--- src/rtl/rgbe_rle_pkg.sv ---
package rgbe_rle_pkg;

  // line store geometry
  localparam int unsigned MAX_WIDTH = 4096;
  localparam int unsigned IDX_W     = (MAX_WIDTH > 1) ? $clog2(MAX_WIDTH) : 1;
  localparam int unsigned WID_W     = $clog2(MAX_WIDTH + 1);
  localparam int unsigned LEFT_W    = WID_W + 2;

  // stream constants
  localparam logic [7:0] MARKER   = 8'd2;
  localparam logic [7:0] RUN_FLAG = 8'd128;

  // planes in stream order
  localparam logic [1:0] PLANE_RED = 2'd0;
  localparam logic [1:0] PLANE_GRN = 2'd1;
  localparam logic [1:0] PLANE_BLU = 2'd2;
  localparam logic [1:0] PLANE_EXP = 2'd3;

  // result status codes
  typedef enum logic [1:0] {
    ST_OK         = 2'd0,
    ST_BAD_MARKER = 2'd1,
    ST_WIDTH      = 2'd2,
    ST_OVERRUN    = 2'd3
  } status_e;

  // byte parser phase
  typedef enum logic [6:0] {
    PH_MARK0   = 7'b0000001,
    PH_MARK1   = 7'b0000010,
    PH_WHI     = 7'b0000100,
    PH_WLO     = 7'b0001000,
    PH_COUNT   = 7'b0010000,
    PH_RUNVAL  = 7'b0100000,
    PH_LITERAL = 7'b1000000
  } phase_e;

  // controller to datapath
  typedef struct packed {
    logic accept;    // input beat taken, parse it
    logic put;       // one decoded byte to the line store
    logic pix;       // merge the pixel read last cycle
    logic emit;      // load the pixel pair into the output register
    logic emit_err;  // load the error beat into the output register
  } cmd_t;

  // datapath to controller
  typedef struct packed {
    logic err;        // accepted byte is a stream error
    logic need_put;   // accepted byte decodes into line store bytes
    logic exp_plane;  // current position is in the exponent plane
    logic rep_last;   // current put is the last of this byte
    logic emit_due;   // merged pair must go out now
    logic pix_last;   // merged pixel is the last of this byte
    logic out_free;   // output register can take a beat
  } stat_t;

  typedef struct packed {
    logic [7:0] red;
    logic [7:0] green;
    logic [7:0] blue;
    logic [7:0] exponent;
  } pixel_t;

  typedef struct packed {
    logic [7:0] first_red;
    logic [7:0] first_green;
    logic [7:0] first_blue;
    logic [7:0] first_exponent;
    logic [7:0] second_red;
    logic [7:0] second_green;
    logic [7:0] second_blue;
    logic [7:0] second_exponent;
    logic       second_present;
    logic       line_done;
    logic [1:0] status;
    logic       last_of_item;
  } beat_t;

endpackage

--- src/rtl/rgbe_rle_ctrl.sv ---
module rgbe_rle_ctrl (
  input  logic                clk_i,
  input  logic                rst_ni,
  input  logic                in_valid_i,
  input  rgbe_rle_pkg::stat_t st_i,
  output rgbe_rle_pkg::cmd_t  cmd_o,
  output logic                in_ready_o
);
  import rgbe_rle_pkg::*;

  typedef enum logic [5:0] {
    S_IDLE = 6'b000001,
    S_PUT  = 6'b000010,
    S_PIX  = 6'b000100,
    S_EMIT = 6'b001000,
    S_ERR  = 6'b010000,
    S_HALT = 6'b100000
  } state_e;

  state_e state_q, state_d;

  // next state and commands
  always_comb begin
    state_d    = state_q;
    cmd_o      = '0;
    in_ready_o = 1'b0;
    case (state_q)
      S_IDLE: begin
        in_ready_o   = 1'b1;
        cmd_o.accept = in_valid_i;
        if (in_valid_i) begin
          if (st_i.err) begin
            state_d = S_ERR;
          end else if (st_i.need_put) begin
            state_d = S_PUT;
          end
        end
      end
      S_PUT: begin
        cmd_o.put = 1'b1;
        if (st_i.exp_plane) begin
          state_d = S_PIX;
        end else if (st_i.rep_last) begin
          state_d = S_IDLE;
        end
      end
      S_PIX: begin
        cmd_o.pix = 1'b1;
        if (st_i.emit_due) begin
          if (st_i.out_free) begin
            cmd_o.emit = 1'b1;
            state_d    = st_i.pix_last ? S_IDLE : S_PUT;
          end else begin
            state_d = S_EMIT;
          end
        end else begin
          state_d = S_PUT;
        end
      end
      S_EMIT: begin
        if (st_i.out_free) begin
          cmd_o.emit = 1'b1;
          state_d    = st_i.pix_last ? S_IDLE : S_PUT;
        end
      end
      S_ERR: begin
        if (st_i.out_free) begin
          cmd_o.emit_err = 1'b1;
          state_d        = S_HALT;
        end
      end
      S_HALT: begin
        // bytes are taken and dropped until reset
        in_ready_o = 1'b1;
      end
      default: begin
        state_d = S_IDLE;
      end
    endcase
  end

  // state register
  always_ff @(posedge clk_i or negedge rst_ni) begin
    if (!rst_ni) begin
      state_q <= S_IDLE;
    end else begin
      state_q <= state_d;
    end
  end

endmodule

--- config.mk ---
export PLATFORM = sky130hd
export DESIGN_NAME = rgbe_rle_ctrl
export DESIGN_NICKNAME = d
export VERILOG_FILES = /design/src/rtl/rgbe_rle_pkg.sv /design/src/rtl/rgbe_rle_ctrl.sv
export SDC_FILE = /design/constraint.sdc
export NUM_CORES = 1
export LEC_CHECK = 0
export BUFFER_PORTS_ARGS = -buffer_cell sky130_fd_sc_hd__buf_4
export CORE_AREA = 3 3 40 42
export DETAILED_ROUTE_END_ITERATION = 8
export DIE_AREA = 0 0 43 45
export PLACE_DENSITY = 0.7
export SLEW_MARGIN = 5
export SYNTH_ARGS = -nofsm -noshare
export SYNTH_HDL_FRONTEND = slang
export SYNTH_SLANG_ARGS = --single-unit
--- constraint.sdc ---
create_clock -name clk_i -period 2.1 [get_ports clk_i]
set_clock_uncertainty 0.15 [all_clocks]
set_input_delay 0.21 -clock clk_i [delete_from_list [all_inputs] [get_ports clk_i]]
set_output_delay 0.21 -clock clk_i [all_outputs]
set_load 0.02 [all_outputs]
==> results <==
- The number of DRC violations after detailed routing is 0.
- Once the floorplan was initialized, standard cells occupied 36.8% of the core.
- The die boundary height is 45 um.
- Max-cap violations in this run came to 0.
- The later pin in the worst-skew pair is clocked with a latency of 250 ps.
- The number of clock sinks is 6.
- The area of the die is 1940 um^2.
- The sum of negative setup slack is 0 ps.
- The number of warnings issued by yosys is 0.
- The cell type with the largest total area after synthesis is sky130_fd_sc_hd__dfrtp_1.
- The final hold slack is about 60 ps.
- The share of the clock period used by the worst path after layout is 97.4%.
- The register with the most flip-flops in the layout has 6 of them.
- The cell chosen for the clock root is sky130_fd_sc_hd__clkbuf_4.
- The number of buffer and inverter stages on the critical path is 1.
- The part of the Yosys area used for sequential elements is 32.0%.
- The post-route netlist has 32.9% of its cells at a drive strength greater than 1.
- The final layout contains routed wiring with a total length of ~1.3 mm.
- The routed layout has 520 vias.
- The pin count of the biggest net entering global routing is 9.
- The synthesized netlist net count is 70.
- The worst setup path is launched from a flip-flop.
- The worst pin sits at a relative slew slack of 74.2%.
- The H-tree depth reported by CTS is 1.
- The wire length per cell after detailed routing is 13.1 um.
- Measured along the x axis, the die boundary spans 43 um.
- The critical path data required time is 1740 ps.
- The number of setup buffers added after CTS is 0.
- Averaged over all synthesized cells, the footprint is around 8 um^2.
- The cell area after placement is 618 um^2.
- The final antenna-violating net count is 0.
- The min-delay analysis places its worst path in the category in2reg.
- The half-perimeter wire length after detailed placement is 1.02 mm.
- The via count of the first global-routing pass is 484.
- The highest cell delay on the worst timing path is 400 ps.
- The top cell type by area accounts for 26.5% of the synthesized area.
- The area of the mapped netlist is about 470 um^2.
- At the end of the flow, the number of nets in the layout was 93.
- The leakage power is between 0.3 and 0.4 nW.
- In this run the worst path has a maximum fanout of 4.
- The post-placement worst setup slack is 73.2 ps.
- The cell count after synthesis came out at 60.
- The routability-driven placement congestion ratio is 0.815.
- The number of primary I/O pins is 16.
- The first-pass iteration count of the detailed router is 4.
- The count of distinct cell types in the synthesized netlist is 30.
- The pin slew with the least headroom to its limit is 382 ps.
- Compared with the post-synthesis result, the final layout area differs by 38.4%.
- Timing would allow up to 489 MHz.
- The signal on the critical path passes through or3_1 -> or3b_4 -> nor2_1 -> buf_4.
- The run finished with clean final reports.
- STA puts the critical path data arrival time at 1690 ps.
- In this run the standard cell core region covers 1280 um^2.
- The initial antenna violation count is 0.
- The routed via count divided by cell count is 5.36.
- Setup violations remaining at the end of the flow were counted as 0.
- The hold violation count in the final report is 0.
- More flip-flops sit in one register than any other, and that register is state_q.
- The global-route wire length before repair is 2.08 mm.
- The cell family contributing the most delay on the critical path is simple AND/OR/NAND/NOR gates.
- After synthesis, the cell types taking the most area are sky130_fd_sc_hd__dfrtp_1, sky130_fd_sc_hd__nor2_1, sky130_fd_sc_hd__dfstp_2.
- Fill cells in the final layout number 139.
- STA classifies the critical path endpoint as a primary output.
- The worst-case clock buffer depth is 2.
- Global routing consumed, over all layers together, roughly 15% of the routing resources.
- The final critical delay including setup and external delays is between 2000 and 2500 ps.
- The count of cells in the finished layout, fillers not included, comes to 97.
- The maximum vdd ir drop is between 400 and 500 uV.
- In the final layout, the registers with the most flip-flops are state_q: 6 flops.
- The design area is approximately 650 um^2.
- Setup repair after global routing left no endpoint under its margin.
- The number of placed instances, taps included is between 90 and 100.
- In this run, the number of DRC markers left after iteration 0 of detailed routing was 7.
- The max-slew violation total from the final report is 0.
- The worst-case setup margin in the final layout is 54.8 ps.
- The worst setup path is of the reg2out kind.
- The CTS tree is yes.
- The critical-path cell with the highest stage delay is sky130_fd_sc_hd__or3b_4.
- Summed over all layers, the global routing overflow is 0.
- Counting flops and latches in the post-synthesis netlist gives 6.
- Clock-pin slew was measured on the worst setup and hold paths at ~50 ps.
- The number of buffers created by CTS is 3.
- The number of port buffers is 15.
- The power per cell area is between 1000 and 1500 nW/um^2.
- The number of antenna diodes in the final layout is 0.
- The number of placement rows is 13.
[placed cells by master, fill, tap and decap left out, types with 3 or more instances in the layout]
master,synthesis,final
sky130_fd_sc_hd__nand2_1,4,4
sky130_fd_sc_hd__inv_1,5,5
sky130_fd_sc_hd__nor2_1,8,8
sky130_fd_sc_hd__dfrtp_1,5,5
sky130_fd_sc_hd__o21ai_0,3,3
sky130_fd_sc_hd__nand3_1,4,4
sky130_fd_sc_hd__buf_4,0,19
sky130_fd_sc_hd__clkbuf_4,0,3
sky130_fd_sc_hd__and3_1,3,3
[cells by family (layout without fill, tap and decap cells)]
logic type                count (synthesis)  in the layout  synth area share (%)
and+or+nand+nor                          32             32                  38.4
AOI/OAI and AO/OA                        13             13                  18.5
buffers and inverters                     7             29                  7.41
DFF                                       6              6                  32.0
xor gates and xnor gates                  2              2                  3.70
[synth_stat cells]
library cell and instances:
sky130_fd_sc_hd__buf_2 1, sky130_fd_sc_hd__nand3_1 4, sky130_fd_sc_hd__and2_1 2, sky130_fd_sc_hd__nor4_1 2, sky130_fd_sc_hd__buf_6 1, sky130_fd_sc_hd__dfrtp_1 5, sky130_fd_sc_hd__nor2_1 8, sky130_fd_sc_hd__a21oi_1 1
sky130_fd_sc_hd__a2bb2oi_1 1, sky130_fd_sc_hd__and3_1 3, sky130_fd_sc_hd__xor2_1 2, sky130_fd_sc_hd__o2bb2ai_1 1, sky130_fd_sc_hd__o21ai_0 3, sky130_fd_sc_hd__o21ai_1 1, sky130_fd_sc_hd__or3b_2 1, sky130_fd_sc_hd__or4_4 1
sky130_fd_sc_hd__nor2b_1 2, sky130_fd_sc_hd__nand2_1 4, sky130_fd_sc_hd__o32ai_1 1, sky130_fd_sc_hd__dfstp_2 1, sky130_fd_sc_hd__inv_1 5, sky130_fd_sc_hd__o311ai_0 1, sky130_fd_sc_hd__o22ai_1 1, sky130_fd_sc_hd__a31oi_1 2
sky130_fd_sc_hd__nor3_1 1, sky130_fd_sc_hd__nand2b_1 1, sky130_fd_sc_hd__nand3b_2 1, sky130_fd_sc_hd__or3b_4 1, sky130_fd_sc_hd__or3_1 1, sky130_fd_sc_hd__o221ai_1 1
[power breakdown]
part           switching (mW)  internal [mW]  total [mW]  leakage, nW
combinational           0.269          0.243       0.513        0.252
clock                  0.0452         0.0722       0.117       0.0150
sequential             0.0498          0.161       0.211       0.0789
[worst register-to-register path, cell delays in order (launching register included)]
cell and delay [ps]:
sky130_fd_sc_hd__dfrtp_1 370, sky130_fd_sc_hd__or3_1 390, sky130_fd_sc_hd__or3b_4 400, sky130_fd_sc_hd__or4_4 430, sky130_fd_sc_hd__nand3b_2 100, sky130_fd_sc_hd__o21ai_1 70
[through the flow]
stage	total power [mW]	util, %
final	0.841	50.9
after global routing	0.909	50.9
after CTS	0.843	50.9
after detailed placement	0.721	48.1
after global placement	0.710	48.1
after floorplan	0.558	-
[final cells by class]
type	instances	area [um^2]	share of cell area, %
clock buffer	4	26.3	4.02
multi-input combinational	47	287	43.8
sequential	6	151	23.1
tap	15	18.8	2.87
timing repair buffer	20	153	23.3
inverter	5	18.8	2.87
[per-layer routing]
layer | global-route usage [%] | part of all wire (%)
met5 | 0 | 0
met2 | 23.7 | 46
met4 | 3.61 | 0.39
met1 | 17.8 | 47
met3 | 6.37 | 6.5
[final timing paths]
path / start / to / slack, ps / cells past startpoint
worst max-delay path: state_q[4] / cmd_o[3] / 50 / 4
worst min-delay path: st_i[4] / state_q[2] / 60 / 2
worst max register to register: state_q[4] / state_q[1] / 70 / 5
worst min register to register: state_q[0] / state_q[0] / 530 / 2
max in group asynchronous: rst_ni / state_q[0] / 1440 / 2
min in group asynchronous: rst_ni / state_q[5] / 160 / 2
[repair_timing]
| item | 4_1_cts | 5_1_grt |
|---|---|---|
| hold endpoints to repair | 6 | 0 |
| gates resized for setup | 0 | 0 |
| hold buffers | 1 | 0 |
Note: power is estimated with default switching activity, not from simulation.
